File: config.mk
export PLATFORM = sky130hd
export DESIGN_NAME = glob_pattern_matcher_unit
export DESIGN_NICKNAME = d
export VERILOG_FILES = /design/src/rtl/gpm_pkg.sv /design/src/rtl/gpm_pattern_store.sv /design/src/rtl/gpm_live_set.sv /design/src/rtl/glob_pattern_matcher_unit.sv
export VERILOG_INCLUDE_DIRS = /design/src /design/src/rtl
export SDC_FILE = /design/constraint.sdc
export NUM_CORES = 1
export LEC_CHECK = 0
export BUFFER_PORTS_ARGS = -buffer_cell sky130_fd_sc_hd__buf_2
export CAP_MARGIN = 20
export CORE_MARGIN = 2
export CORE_UTILIZATION = 23
export CTS_BUF_LIST = sky130_fd_sc_hd__clkbuf_8
export CTS_CLUSTER_DIAMETER = 80
export DETAILED_ROUTE_END_ITERATION = 8
export PLACE_DENSITY = 0.46
export RECOVER_POWER = 25
export SLEW_MARGIN = 20
export SYNTH_ARGS = -nofsm -noshare
export SYNTH_HDL_FRONTEND = slang
export SYNTH_SLANG_ARGS = --single-unit
File: constraint.sdc
create_clock -name clk -period 5.15 [get_ports clk]
set_input_delay 1.03 -clock clk [delete_from_list [all_inputs] [get_ports clk]]
set_output_delay 1.03 -clock clk [all_outputs]
set_load 0.005 [all_outputs]
File: src/rtl/glob_pattern_matcher_unit_macros.svh
// Assertion macros shared by the glob pattern matcher RTL.
// Depends on nothing; included by the modules that carry assertions.
`ifndef GLOB_PATTERN_MATCHER_UNIT_MACROS_SVH
`define GLOB_PATTERN_MATCHER_UNIT_MACROS_SVH

// Same-cycle implication, disabled while reset is asserted.
`define GPM_ASSERT_IMPL(label, clk, rst_n, ante, cons, msg) \
    label: assert property (@(posedge clk) disable iff (!rst_n) (ante) |-> (cons)) \
        else $error(msg);

// Next-cycle implication, disabled while reset is asserted.
`define GPM_ASSERT_NEXT(label, clk, rst_n, ante, cons, msg) \
    label: assert property (@(posedge clk) disable iff (!rst_n) (ante) |=> (cons)) \
        else $error(msg);

`endif

File: src/rtl/gpm_pkg.sv
// Package for the glob pattern matcher: payload types, command struct,
// function codes and special pattern characters. Depends on nothing.
package gpm_pkg;

    // Default pattern capacity in bytes.
    localparam int MAX_PATTERN_DEF = 32;

    // Pattern bytes with a special meaning.
    localparam logic [7:0] STAR_CHAR = 8'h2A;
    localparam logic [7:0] ANY_CHAR  = 8'h3F;

    // Function codes of an input transaction.
    localparam logic [1:0] FUNC_CLEAR  = 2'd0;
    localparam logic [1:0] FUNC_APPEND = 2'd1;
    localparam logic [1:0] FUNC_FEED   = 2'd2;
    localparam logic [1:0] FUNC_END    = 2'd3;

    // Input transaction payload.
    typedef struct packed {
        logic [1:0] func;
        logic [7:0] ch;
    } gpm_in_t;

    // Result transaction payload.
    typedef struct packed {
        logic matched;
        logic pattern_overflow;
    } gpm_out_t;

    // Decoded command, already qualified by the stage advancing.
    typedef struct packed {
        logic clear;
        logic append;
        logic feed;
        logic finish;
    } gpm_cmd_t;

endpackage

File: src/rtl/gpm_pattern_store.sv
// Pattern byte store with length and overflow tracking; produces per-position
// star and match masks for the current subject byte. Depends on gpm_pkg.
module gpm_pattern_store
    import gpm_pkg::*;
#(
    parameter int MAX_PATTERN = MAX_PATTERN_DEF,
    parameter int LEN_W       = $clog2(MAX_PATTERN + 1)
)
(
    input  logic                   clk,
    input  logic                   rst_n,
    input  gpm_cmd_t               cmd,
    input  logic [7:0]             ch,
    output logic [LEN_W-1:0]       len,
    output logic                   overflow,
    output logic [MAX_PATTERN-1:0] star_mask,
    output logic [MAX_PATTERN-1:0] hit_mask
);

    localparam int ADDR_W = (MAX_PATTERN > 1) ? $clog2(MAX_PATTERN) : 1;

    logic [7:0]       chars_reg [MAX_PATTERN];
    logic [LEN_W-1:0] len_reg;
    logic [LEN_W-1:0] len_next;
    logic             overflow_reg;
    logic             overflow_next;
    logic             has_room;

    assign has_room = (len_reg < LEN_W'(MAX_PATTERN));

    // Length and overflow bookkeeping.
    always_comb
    begin
        len_next      = len_reg;
        overflow_next = overflow_reg;
        if (cmd.clear)
        begin
            len_next      = '0;
            overflow_next = 1'b0;
        end
        else if (cmd.append)
        begin
            if (has_room)
            begin
                len_next = len_reg + LEN_W'(1);
            end
            else
            begin
                overflow_next = 1'b1;
            end
        end
    end

    always_ff @(posedge clk or negedge rst_n)
    begin
        if (!rst_n)
        begin
            len_reg      <= '0;
            overflow_reg <= 1'b0;
        end
        else
        begin
            len_reg      <= len_next;
            overflow_reg <= overflow_next;
        end
    end

    // Pattern bytes are written at the fill position and need no reset.
    always_ff @(posedge clk)
    begin
        if (cmd.append && has_room)
        begin
            chars_reg[len_reg[ADDR_W-1:0]] <= ch;
        end
    end

    // Every stored position compares against the subject byte in parallel.
    always_comb
    begin
        for (int i = 0; i < MAX_PATTERN; i++)
        begin
            logic in_range;
            logic is_star;
            in_range     = (LEN_W'(i) < len_reg);
            is_star      = (chars_reg[i] == STAR_CHAR);
            star_mask[i] = in_range && is_star;
            hit_mask[i]  = in_range && !is_star
                           && ((chars_reg[i] == ANY_CHAR) || (chars_reg[i] == ch));
        end
    end

    assign len      = len_reg;
    assign overflow = overflow_reg;

endmodule

File: src/rtl/gpm_live_set.sv
// Set of live pattern positions: star closure by a log-depth prefix network,
// then the per-byte step. Depends on gpm_pkg and the assertion macros.
`include "glob_pattern_matcher_unit_macros.svh"

module gpm_live_set
    import gpm_pkg::*;
#(
    parameter int MAX_PATTERN = MAX_PATTERN_DEF,
    parameter int LEN_W       = $clog2(MAX_PATTERN + 1)
)
(
    input  logic                   clk,
    input  logic                   rst_n,
    input  gpm_cmd_t               cmd,
    input  logic [LEN_W-1:0]       len,
    input  logic [MAX_PATTERN-1:0] star_mask,
    input  logic [MAX_PATTERN-1:0] hit_mask,
    output logic                   matched
);

    localparam int POS_W  = MAX_PATTERN + 1;
    localparam int LEVELS = $clog2(POS_W);
    localparam logic [POS_W-1:0] START_SET = POS_W'(1);

    logic [POS_W-1:0] live_reg;
    logic [POS_W-1:0] live_next;
    logic [POS_W-1:0] closed;
    logic [POS_W-1:0] stepped;

    // A live star also makes the following position live; runs of stars
    // close like a carry chain, so a prefix network does it in LEVELS steps.
    always_comb
    begin
        logic [POS_W-1:0] gen;
        logic [POS_W-1:0] prop;
        gen  = live_reg;
        prop = {star_mask, 1'b0};
        for (int s = 0; s < LEVELS; s++)
        begin
            gen  = gen | (prop & (gen << (1 << s)));
            prop = prop & (prop << (1 << s));
        end
        closed = gen;
    end

    // A star keeps its position live; a matching byte advances by one.
    assign stepped = {1'b0, closed[MAX_PATTERN-1:0] & star_mask}
                   | {closed[MAX_PATTERN-1:0] & hit_mask, 1'b0};

    assign matched = closed[len];

    // Any pattern edit or subject end restarts at position zero.
    always_comb
    begin
        live_next = live_reg;
        if (cmd.clear || cmd.append || cmd.finish)
        begin
            live_next = START_SET;
        end
        else if (cmd.feed)
        begin
            live_next = stepped;
        end
    end

    always_ff @(posedge clk or negedge rst_n)
    begin
        if (!rst_n)
        begin
            live_reg <= START_SET;
        end
        else
        begin
            live_reg <= live_next;
        end
    end

    `GPM_ASSERT_NEXT(a_restart_after_edit, clk, rst_n, (cmd.clear || cmd.append), (live_reg == START_SET), "live set not restarted after pattern edit")

endmodule

File: src/rtl/glob_pattern_matcher_unit.sv
// Top level of the glob pattern matcher: input register, pattern store,
// live-position set and result register. Depends on gpm_pkg, the macros,
// gpm_pattern_store and gpm_live_set.
//
// Usage: the item channel carries transactions of {func, ch}. func clears
// the pattern, appends one pattern byte ('*' any run, '?' any one byte),
// feeds one subject byte, or ends the subject. Only an end-of-subject
// transaction produces a result {matched, pattern_overflow} on the result
// channel; the others only update internal state.
// An accepted item is held in the input register and processed from there.
// Throughput: one item per cycle, except that an end-of-subject item stalls
// while a held result is not taken. The limit is the combinational star
// closure and byte step over all pattern positions, done in parallel.
// Reset empties the pattern, clears the overflow flag and makes only
// position zero live; the pattern bytes themselves are not cleared.
// When the receiver stalls, the result is held in the output register and
// non-result items keep flowing; an end-of-subject item waits in the input
// register until the held result is taken, and item_ready is low meanwhile.
`include "glob_pattern_matcher_unit_macros.svh"

module glob_pattern_matcher_unit
    import gpm_pkg::*;
#(
    parameter int MAX_PATTERN = MAX_PATTERN_DEF
)
(
    input  logic     clk,
    input  logic     rst_n,
    input  logic     item_valid,
    output logic     item_ready,
    input  gpm_in_t  item,
    output logic     result_valid,
    input  logic     result_ready,
    output gpm_out_t result
);

    localparam int LEN_W = $clog2(MAX_PATTERN + 1);

    logic                   in_valid_reg;
    logic                   in_valid_next;
    gpm_in_t                in_data_reg;
    logic                   res_valid_reg;
    logic                   res_valid_next;
    gpm_out_t               res_reg;
    logic                   finish;
    logic                   advance;
    gpm_cmd_t               cmd;
    logic [LEN_W-1:0]       len;
    logic                   overflow;
    logic [MAX_PATTERN-1:0] star_mask;
    logic [MAX_PATTERN-1:0] hit_mask;
    logic                   matched;

    // Stage control: only a result-producing item waits for output space.
    assign finish     = (in_data_reg.func == FUNC_END);
    assign advance    = in_valid_reg && (!finish || !res_valid_reg || result_ready);
    assign item_ready = !in_valid_reg || advance;

    // Command decode for the item being processed.
    always_comb
    begin
        cmd = '0;
        if (advance)
        begin
            unique case (in_data_reg.func)
                FUNC_CLEAR:  cmd.clear  = 1'b1;
                FUNC_APPEND: cmd.append = 1'b1;
                FUNC_FEED:   cmd.feed   = 1'b1;
                FUNC_END:    cmd.finish = 1'b1;
                default:     cmd = '0;
            endcase
        end
    end

    // Input register.
    always_comb
    begin
        in_valid_next = in_valid_reg;
        if (item_valid && item_ready)
        begin
            in_valid_next = 1'b1;
        end
        else if (advance)
        begin
            in_valid_next = 1'b0;
        end
    end

    always_ff @(posedge clk or negedge rst_n)
    begin
        if (!rst_n)
        begin
            in_valid_reg <= 1'b0;
        end
        else
        begin
            in_valid_reg <= in_valid_next;
        end
    end

    always_ff @(posedge clk)
    begin
        if (item_valid && item_ready)
        begin
            in_data_reg <= item;
        end
    end

    gpm_pattern_store #(
        .MAX_PATTERN (MAX_PATTERN),
        .LEN_W       (LEN_W)
    ) u_store (
        .clk       (clk),
        .rst_n     (rst_n),
        .cmd       (cmd),
        .ch        (in_data_reg.ch),
        .len       (len),
        .overflow  (overflow),
        .star_mask (star_mask),
        .hit_mask  (hit_mask)
    );

    gpm_live_set #(
        .MAX_PATTERN (MAX_PATTERN),
        .LEN_W       (LEN_W)
    ) u_live (
        .clk       (clk),
        .rst_n     (rst_n),
        .cmd       (cmd),
        .len       (len),
        .star_mask (star_mask),
        .hit_mask  (hit_mask),
        .matched   (matched)
    );

    // Result register.
    always_comb
    begin
        res_valid_next = res_valid_reg;
        if (cmd.finish)
        begin
            res_valid_next = 1'b1;
        end
        else if (result_ready)
        begin
            res_valid_next = 1'b0;
        end
    end

    always_ff @(posedge clk or negedge rst_n)
    begin
        if (!rst_n)
        begin
            res_valid_reg <= 1'b0;
        end
        else
        begin
            res_valid_reg <= res_valid_next;
        end
    end

    always_ff @(posedge clk)
    begin
        if (cmd.finish)
        begin
            res_reg.matched          <= matched;
            res_reg.pattern_overflow <= overflow;
        end
    end

    assign result_valid = res_valid_reg;
    assign result       = res_reg;

    `GPM_ASSERT_NEXT(a_finish_gives_result, clk, rst_n, cmd.finish, res_valid_reg, "end of subject produced no result")
    `GPM_ASSERT_IMPL(a_full_stage_drains, clk, rst_n, (item_valid && item_ready && in_valid_reg), advance, "input register overwritten without advancing")
    `GPM_ASSERT_IMPL(a_no_result_overwrite, clk, rst_n, (res_valid_reg && !result_ready), !cmd.finish, "held result overwritten")

endmodule
Yosys cells after proc, flatten, opt, wreduce, memory -nomap -nowiden
Memories as Yosys holds them, arrays and structs flattened. Cells that the tools add are included. W data, S select, Z words.

Add/sub/neg operators: 1. Magnitude comparators: 34. Equal/unequal tests: 100. Multiplexer cells: 21. Bitwise gates (word level): 20. Reductions and logical operators: 179.

Operators by type and width (count): $eq A8 B6 Y1 const B (64); $and A33 B33 Y33 (11); $eq A8 B8 Y1 (32); $or A33 B33 Y33 (6); $logic_and A1 B1 Y1 (99); $lt A5 B6 Y1 const A (16); $mux W33 (2); $and A32 B32 Y32 (2); $lt A4 B6 Y1 const A (8); $logic_or A1 B1 Y1 (37); $logic_not A1 Y1 (35); $or A32 B33 Y33 (1); $lt A3 B6 Y1 const A (4); $mux W6 (3); $mux W1 (14); $lt A1 B6 Y1 const A (2); $lt A2 B6 Y1 const A (2); $reduce_bool A2 Y1 (5); $lt A6 B7 Y1 const B (1); $add A6 B1 Y6 const B (1); $bmux W1 S6 (1); $lt A6 B6 Y1 const B (1); $eq A2 B2 Y1 const B (2); $mux W4 (1); other kinds (4) (5).

Register bits: 54. Bits in writable memories: 256. Bits of input ports: 14. Output and inout port bits: 4. Logic and storage cells: 365. Memories kept: 1.

Memories: u_store.chars_reg (depth 32, bits a word 8, read ports 32, clocked after Yosys merged registers in 0, write ports 1, line gpm_pattern_store.sv:22) `logic [7:0] chars_reg [MAX_PATTERN];`.

Depth between registers and ports, before layout
Gate-level depths: netlist of run 1. An unclocked memory read counts as a cell.

Depth in word-level cells: 19. Gate-level depth with buffers: 14. Depth with buffers taken out: 13.

By module
Synthesis of run 1 repeated with hierarchy kept, for this count alone.

Cell total of the unflattened synthesis: 1459. Area total of the unflattened synthesis: 16288.1 sq um.

Modules (own cells, without submodules): gpm_pattern_store (times used 1, cells each 1045, area an instance 12954.9 sq um, sequential area each 7862.5 sq um); gpm_live_set (times used 1, cells each 389, area an instance 2847.7 sq um, sequential area each 827.0 sq um); glob_pattern_matcher_unit (times used 1, cells each 25, area an instance 485.5 sq um, sequential area each 410.4 sq um).

Worst setup path before layout of run 1
OpenSTA, ideal clock, no wires.

Kind: register -> register. From: reg u_store.len_reg[0], in the netlist u_store.len[0]. To: reg res_reg, in the netlist result[1], data pin. Setup time: 0.263 ns. Arrival: 3.523 ns. Data required time: 4.887 ns. Path slack: 1.364 ns. Cell stages (with the launch flop): 14. Buffers on the path: 1. Clock period less this slack: 3.786 ns. Cells stage by stage: dfrtp_1 inv_1 clkbuf_1 ha_1 a211oi_1 or3_1 a41oi_1 o21ai_0 a21oi_1 a21oi_1 a211o_1 a211o_1 or4_1 a2111o_1.

Word-level cells in the longest chain between the ends: 15. Elaborated cells on any way between the ends: 83. Classes of those cells: 32 x order compare; 2 x mux; 17 x bitwise; 32 x reduce/logical.

RTL lines: start: declaration (line gpm_pattern_store.sv:23) `logic [LEN_W-1:0] len_reg;`; start signal: assignment (line gpm_pattern_store.sv:63) `len_reg <= len_next;`; $lt A1 B6 Y1 (line gpm_pattern_store.sv:84) `in_range = (LEN_W'(i) < len_reg);`; $logic_and A1 B1 Y1 (line gpm_pattern_store.sv:86) `star_mask[i] = in_range && is_star;`; $and A33 B33 Y33 (line gpm_live_set.sv:40) `gen = gen | (prop & (gen << (1 << s)));`; $or A33 B33 Y33 (line gpm_live_set.sv:40); $and A33 B33 Y33 (line gpm_live_set.sv:40); $or A33 B33 Y33 (line gpm_live_set.sv:40); $and A33 B33 Y33 (line gpm_live_set.sv:40); $or A33 B33 Y33 (line gpm_live_set.sv:40); $and A33 B33 Y33 (line gpm_live_set.sv:40); $or A33 B33 Y33 (line gpm_live_set.sv:40); $and A33 B33 Y33 (line gpm_live_set.sv:40); $or A33 B33 Y33 (2 in series) (line gpm_live_set.sv:40); $bmux W1 S6 (*) (line gpm_live_set.sv:50) `assign matched = closed[len];`; $mux W1 (implied by the code) (*) (line gpm_live_set.sv:50); via matched (line glob_pattern_matcher_unit.sv:52) `logic matched;`; end: declaration (line glob_pattern_matcher_unit.sv:44) `gpm_out_t res_reg;`.

The timed path passes the listed nets; every way through them passes the cells marked *. The select of a mux whose other input is x is not followed. A chain may end at the register's enable or synchronous reset.

Worst setup path after layout of run 1
Same ends and word-level chain as after synthesis.

==> results of run 1 <==
-- through the flow --
stage,setup WS (ns),util [%],area (um^2),instances
after CTS,0.771,26.6,19100,2559
after global routing,0.396,26.6,19100,2559
final,0.723,26.6,19100,2559
after floorplan,1.36,-,16600,1518
after global placement,1.04,25.1,18000,2457
after detailed placement,0.803,25.1,18000,2457
-- layout by cell type (no fill, tap or decap), types with 10 or more instances in the layout --
| cell | count |
|---|---|
| nor3_1 | 47 |
| or3_1 | 22 |
| or2_2 | 16 |
| edfxtp_1 | 268 |
| xor2_1 | 89 |
| nor4_1 | 43 |
| a211oi_1 | 12 |
| xnor2_1 | 169 |
| o21ai_0 | 60 |
| dfrtp_1 | 41 |
| clkbuf_8 | 60 |
| nand2b_1 | 17 |
| nand4_1 | 56 |
| o211ai_1 | 10 |
| buf_4 | 26 |
| clkinv_1 | 14 |
| o31ai_1 | 15 |
| nor2_1 | 155 |
| a21o_1 | 10 |
| nand2_1 | 113 |
| nand3_1 | 38 |
| inv_1 | 48 |
| or4_1 | 13 |
| buf_2 | 17 |
| a21oi_1 | 63 |
-- where the power goes --
| group | internal [uW] | switching, uW | leakage, uW |
|---|---|---|---|
| clock | 1180 | 1050 | 0.000613 |
| combinational | 154 | 337 | 0.00236 |
| sequential | 2760 | 25.8 | 0.00300 |
| total | 4090 | 1420 | 0.00597 |
-- area by class of cell --
type                       instances  area (um^2)  share of cell area [%]
sequential                       310         9100                    47.7
clock inverter                    42          243                    1.27
inverter                          30          113                   0.591
multi-input combinational       1117         7200                    37.8
tap                              950         1190                    6.24
clock buffer                      60          826                    4.33
timing repair buffer              50          388                    2.04
-- layer usage --
layer  vias up  GRT usage [%]  part of all wire [%]
met1      6087           17.5                    47
met2       310           20.4                    45
met5         -              0                     0
met4         0           3.71                   2.5
met3        84           2.85                   5.4
li1       5754              -                     -
-- worst min path at each step --
| stage | endpoint | slack [ns] | depth (start not counted) |
|---|---|---|---|
| global placement | result[0] | 0.45 | 0 |
| finish | result[0] | 0.46 | 0 |
| CTS | result[0] | 0.46 | 0 |
| floorplan | result[0] | 0.43 | 0 |
| detailed placement | result[0] | 0.44 | 0 |
| global route | result[0] | 0.49 | 0 |
-- worst max-delay path, stage by stage (launching register included) --
cell and delay, ns:
dfrtp_1 0.37, inv_1 0.32, ha_1 0.38, a211oi_1 0.19
or3_1 0.36, a41oi_1 0.32, o21a_1 0.36, o31a_1 0.34
o41a_4 0.24, o21ai_2 0.11, a2111oi_1 0.64, a2111oi_2 0.10
a2111o_1 0.43
-- cell families after synthesis --
kind of cell | synth area share, %
buffers and inverters | 2.05
adders and majority gates | 0.376
xor gates and xnor gates | 13.6
and+or+nand+nor | 17.2
AOI/OAI and AO/OA | 12.1
DFF | 54.7
==> metrics.md, run 1 <==
| Metric | Value |
|---|---|
| Post-Synthesis Cells | 1518 |
| Area growth syn-to-layout | 14.5% |
| Critical Path Sink Type | flop |
| Mean Syn Cell Area | 11.0 um^2 |
| Worst Hold Launch | u_store.overflow |
| Clock Sinks | 310 |
| Post-synth EDFFs | 268 |
| Aggregate global-route resource usage | 12.9% |
| Vias in the first global route | 12300 |
| Top-area cell type share of the netlist area | 48.4% |
| Max-Cap Viols | 2 |
| Reg2reg path depth | 12 |
| Gp weighted congestion | 0.923 |
| Worst Setup SP | u_store.len[0] |
| Worst Tran Pin Value | 2.66 ns |
| Starting density of the core | 23.2% |
| Tcrit/Tclk final | 86.0% |
| Crit path DAT | 4.83 ns |
| Post-cts resize count | 0 |
| DR DRC count | 0 |
| R2R Path End | result[1] |
| Worst IR Drop VDD | 138 uV |
| Crit path to | result[1] |
| Final Power | 5510 uW |
| Vias | 12200 |
| Die W | 273 um |
| Worst hold path class | reg -> reg |
| Worst-path clk slew | 0.06 ns |
| Dominant cells by area after synthesis | edfxtp_1, xnor2_1, dfrtp_1 |
| CTS H-Tree Depth | 2 |
| Die Ht | 273 um |
| Share of cells above drive strength 1 | 9.70% |
| Setup repair bufs after CTS | 0 |
| WL per Instance | 18.9 um |
| Num CTS Buffers | 54 |
| Post-Syn Nets | 1537 |
| DRT iter0 DRCs | 1024 |
| Top-count cell post-synth | edfxtp_1 |
| Pins Over Slew Limit | 71 |
| # setup viols final | 0 |
| First-pass GRT wire length | 74.4 mm |
| Largest net degree at the start of global routing | 65 |
| Highest Clock Rate | 226 MHz |
| Max reg flops | 256 |
| Core Box Area | 71600 um^2 |
| DRT Wirelength | 48.2 mm |
| Die ar. | 74500 um^2 |
| Antenna fix cells | 0 |
| Row count | 98 |
| Distinct cell type count after synthesis | 77 |
| Worst setup path category | reg -> reg |
| IO buf count | 17 |
| CTS tree | yes |
| Vias/cell | 4.78 |
| Nets | 1582 |
| Antenna violations before repair | 0 |
| Skew final | 0.0413 ns |
| Io pins | 18 |
| # fillers | 7526 |
| Max Root-Sink Buffers | 3 |
| Post-synthesis sequential area ratio | 54.7% |
| R2R setup slack | 0.72 ns |
| Area leader, netlist | edfxtp_1 |
| Most used flip-flop cell after synthesis | edfxtp_1 |
| Routed Antenna Nets | 0 |
| Worst r2r src | u_store.len[0] |
| Crit Path Max Fanout | 12 |
| Setup TNS | 0 ns |
| RSZ-0062 raised after global routing | false |
| Hold_buf cts | 0 |
| Drt first pass iters | 7 |
| Max-slew headroom | -77.1% |
| Final hold violations | 0 |
| Worst hold slack | 0.461 ns |
| Outcome | finished, violations left |
| Syn. warnings | 0 |
| CTS Root Cell | clkbuf_8 |
| Global route total overflow | 0 |
| Synth cell count leaders | edfxtp_1, xnor2_1, nor2_1, nand2_1, xor2_1 |
| Post-Synthesis Cell Area | 16600 um^2 |
| #FFs+latches synth | 310 |
| Pleak | 0.00597 uW |
| Clk_lat worst skew | 0.67 ns |
| Violated checks | capacitance limit, slew limit |
| Post-synth ARST share | 13.5% |
| CP Launch Type | flop |
| HPWL Detailed | 33.1 mm |
| Final min period | 4.43 ns |
| Required @ worst endpoint | 5.56 ns |
| PD cells | 289 nW/um^2 |
Power figures use the tool's default switching activity.
==> inputs of run 2 (changes only) <==
SYNTH_HIERARCHICAL = 1   (was default)
==> run 2 against run 1 <==
  * The flow still finishes with violations (capacitance limit, slew limit)
  * First-iteration DRC count shrank 29%
  * Clock skew shrank 0.0023 ns
  * Combinational power grew 24%
  * Sequential cell count is the same
  * Total power grew 1.6%
  * Utilization shrank 0.12 points
  * Register-to-register slack gained 0.12 ns
  * Synthesized area shrank 2.1%
  * Global-route usage shrank 1.2 points
  * Critical endpoint unchanged
  * Largest power group unchanged
==> metrics.md, run 2 <==
| Metric | Value |
|---|---|
| Synth cell count leaders | edfxtp_1, xnor2_1, nor2_1, nand4_1, nand2_1 |
| Most frequent cells in the layout | edfxtp_1, xnor2_1, nor2_1 |
| Distinct cell type count after synthesis | 78 (+1.3%) |
| Max-Cap Viols | 5 (+3) |
| First-pass GRT wire length | 67.5 mm (-9.3%) |
| Pins Over Slew Limit | 175 (+150%) |
| Die ar. | 73000 um^2 (-2.1%) |
| CP peak stage delay | 0.63 ns (about the same) |
| HPWL Detailed | 29.3 mm (-12%) |
| Starting density of the core | 23.3% (about the same) |
| Vias | 11500 (-6.1%) |
| Most common cell after layout, fill and taps aside | edfxtp_1 |
| Highest Clock Rate | 232 MHz (+2.9%) |
| R2R setup slack | 0.85 ns (+0.12 ns) |
| Final min period | 4.30 ns (-0.123 ns) |
| Antenna fix cells | 0 (unchanged) |
| Aggregate global-route resource usage | 11.7% (-1.2 points) |
| Gp weighted congestion | 0.884 (-4.3%) |
| Critical Path Sink Type | flop |
| Tcrit/Tclk final | 83.6% (-2.4 points) |
| Outcome | finished, violations left |
| DRT iter0 DRCs | 731 (-29%) |
| Pint | 4100 uW (+0.35%) |
| Critical Path Most Common Cell | a21oi_1 |
| Worst-path clk slew | 0.06 ns (about the same) |
| Sw frac | 26.7% (+0.94 points) |
| Worst path buffer plus inverter count | 1 (unchanged) |
| #FFs+latches synth | 310 (unchanged) |
| Io pins | 18 (unchanged) |
| Largest net degree at the start of global routing | 65 (unchanged) |
| CTS Root Cell | clkbuf_8 |
| Crit path DAT | 4.80 ns (-0.03 ns) |
| Worst hold path class | reg -> reg |
| Core Box Area | 70000 um^2 (-2.2%) |
| Required @ worst endpoint | 5.65 ns (+0.09 ns) |
| Crit Path Max Fanout | 14 (+2) |
| Top-area cell type share of the netlist area | 49.4% (+1.0 points) |
| Global route total overflow | 0 (unchanged) |
| Syn. warnings | 6 (+6) |
| Post-synthesis sequential area ratio | 55.9% (+1.2 points) |
| CTS tree | yes |
| # setup viols final | 0 (unchanged) |
| Clock Sinks | 310 (unchanged) |
| Violated checks | capacitance limit, slew limit |
| Clk_lat worst skew | 0.66 ns (about the same) |
| Row count | 97 (-1.0%) |
| Drt first pass iters | 6 (-1) |
| Post-synth ARST share | 13.5% (unchanged) |
| IO buf count | 17 (unchanged) |
| Max-slew headroom | -79.7% (-2.6 points) |
| Vias/cell | 4.61 (-3.6%) |
| Worst IR Drop VDD | 163 uV (+18%) |
| Setup TNS | 0 ns (unchanged) |
| Die Ht | 270 um (-1.0%) |
| Num CTS Buffers | 54 (unchanged) |
| WL per Instance | 17.4 um (-7.9%) |
| Flop pwr share | 50.7% (about the same) |
| Skew final | 0.0390 ns (-0.00234 ns) |
| Hold_buf cts | 0 (unchanged) |
| Worst hold slack | 0.462 ns (+0.00165 ns) |
| Share of cells above drive strength 1 | 9.02% (-0.67 points) |
| CP Launch Type | flop |
| Most used flip-flop cell after synthesis | edfxtp_1 |
| PD cells | 302 nW/um^2 (+4.4%) |
| Top-count cell post-synth | edfxtp_1 |
| DRT Wirelength | 43.3 mm (-10%) |
| Max Root-Sink Buffers | 3 (unchanged) |
| RSZ-0062 raised after global routing | false |
| Post-cts resize count | 0 (unchanged) |
| Area leader, netlist | edfxtp_1 |
| Post-Synthesis Cell Area | 16300 um^2 (-2.1%) |
| Nets | 1528 (-3.4%) |
| Worst Tran Pin Value | 2.70 ns (+0.0394 ns) |
| Area growth syn-to-layout | 13.9% |
| Pleak | 0.00568 uW (-4.8%) |
| Mean Syn Cell Area | 11.2 um^2 (+1.8%) |
| CP cell instances | inv_1, ha_1, a21oi_1, nor3b_1, nand4_1, nor2_1, o2111ai_1, a21oi_1, nor2_2, o211ai_2, a211oi_1, o41ai_1, o21ai_1, nand3_1 |
| # fillers | 7308 (-2.9%) |
| Worst setup path category | reg -> reg |
| Post-Synthesis Cells | 1459 (-3.9%) |
| Setup repair bufs after CTS | 0 (unchanged) |
| Combinational cell fraction of total power | 10.9% (+2.0 points) |
| Dominant cells by area after synthesis | edfxtp_1, xnor2_1, dfrtp_1 |
| Post-synth EDFFs | 268 (unchanged) |
| Antenna violations before repair | 0 (unchanged) |
| Routed Antenna Nets | 0 (unchanged) |
| Die W | 270 um (-1.0%) |
| CTS H-Tree Depth | 2 (unchanged) |
| Psw | 1490 uW (+5.3%) |
| Slowest cell on the critical path | dfrtp_1 |
| Vias in the first global route | 11800 (-4.3%) |
| CP top delay family | compound AO/OA/AOI/OAI gates |
| Post-Syn Nets | 1479 (-3.8%) |
| DR DRC count | 0 (unchanged) |
| Max reg flops | 256 (unchanged) |
| Final hold violations | 0 (unchanged) |
| Clock Power Share | 38.4% (-2.1 points) |
-- run 2: cell types whose count changed in the layout (fill, tap and decap cells not counted), moves of 17 or more --
cell	change
nand4_1	+48
nor4_1	-41
nand3_1	-17
xor2_1	-87
or3_1	+17
a21oi_1	+19
xnor2_1	+88
-- run 2: logic make-up after synthesis --
| family | count (synthesis) | synth area share [%] |
|---|---|---|
| XOR/XNOR | 259 | 13.9 |
| flip-flops | 310 | 55.9 |
| multiplexers | 2 | 0.138 |
| AND/OR/NAND/NOR | 515 | 15.8 |
| adder cells (fa/ha/maj) | 6 | 0.461 |
| AO/OA/AOI/OAI | 280 | 11.1 |
| buffers and inverters | 87 | 2.70 |
-- run 2: routing by layer --
layer	vias up	part of all wire [%]	track usage, %
met2	282	45	18.7
met1	5621	46	15.6
li1	5510	-	-
met3	73	5.8	2.78
met5	-	0	0
met4	0	2.7	3.73
-- run 2: final cells by class --
type	count	area (um^2)	share of cell area (%)
inverters	27	101	0.546
multi-input cells	1062	6750	36.4
well taps	940	1180	6.34
flip-flops and latches	310	9100	49.0
clock buffers	59	812	4.38
repair buffers	53	407	2.19
clock inverters	41	206	1.11
-- run 2: power groups by stage --
stage	Combinational, uW	Clock (uW)	Sequential, uW
6_report	610	2150	2840
3_5_place_dp	614	0	2890
4_1_cts	616	2230	2840
5_1_grt	674	2340	2840
2_1_floorplan	419	0	2880
3_3_place_gp	609	0	2890
-- run 2: path summary, 6_finish.rpt --
path                                        from             endpoint  cells past startpoint
worst max-delay path              u_store/len[1]            result[1]                     14
worst min-delay path            u_store/overflow            result[0]                      0
worst max register to register    u_store/len[1]            result[1]                     14
worst min register to register  u_store/overflow            result[0]                      0
max in group asynchronous                  rst_n  u_live/live_reg[22]                      2
min in group asynchronous                  rst_n         result_valid                      2
-- run 2: metrics by stage --
step                      cell area [um^2]  total power, uW  setup WS [ns]  std cells  util, %
after floorplan                      16300             3300           1.71       1459        -
after global placement               17600             3500          0.821       2392     25.1
after detailed placement             17600             3500          0.917       2392     25.1
after CTS                            18600             5680          0.872       2492     26.5
after global routing                 18600             5860          0.468       2492     26.5
final                                18600             5600          0.846       2492     26.5
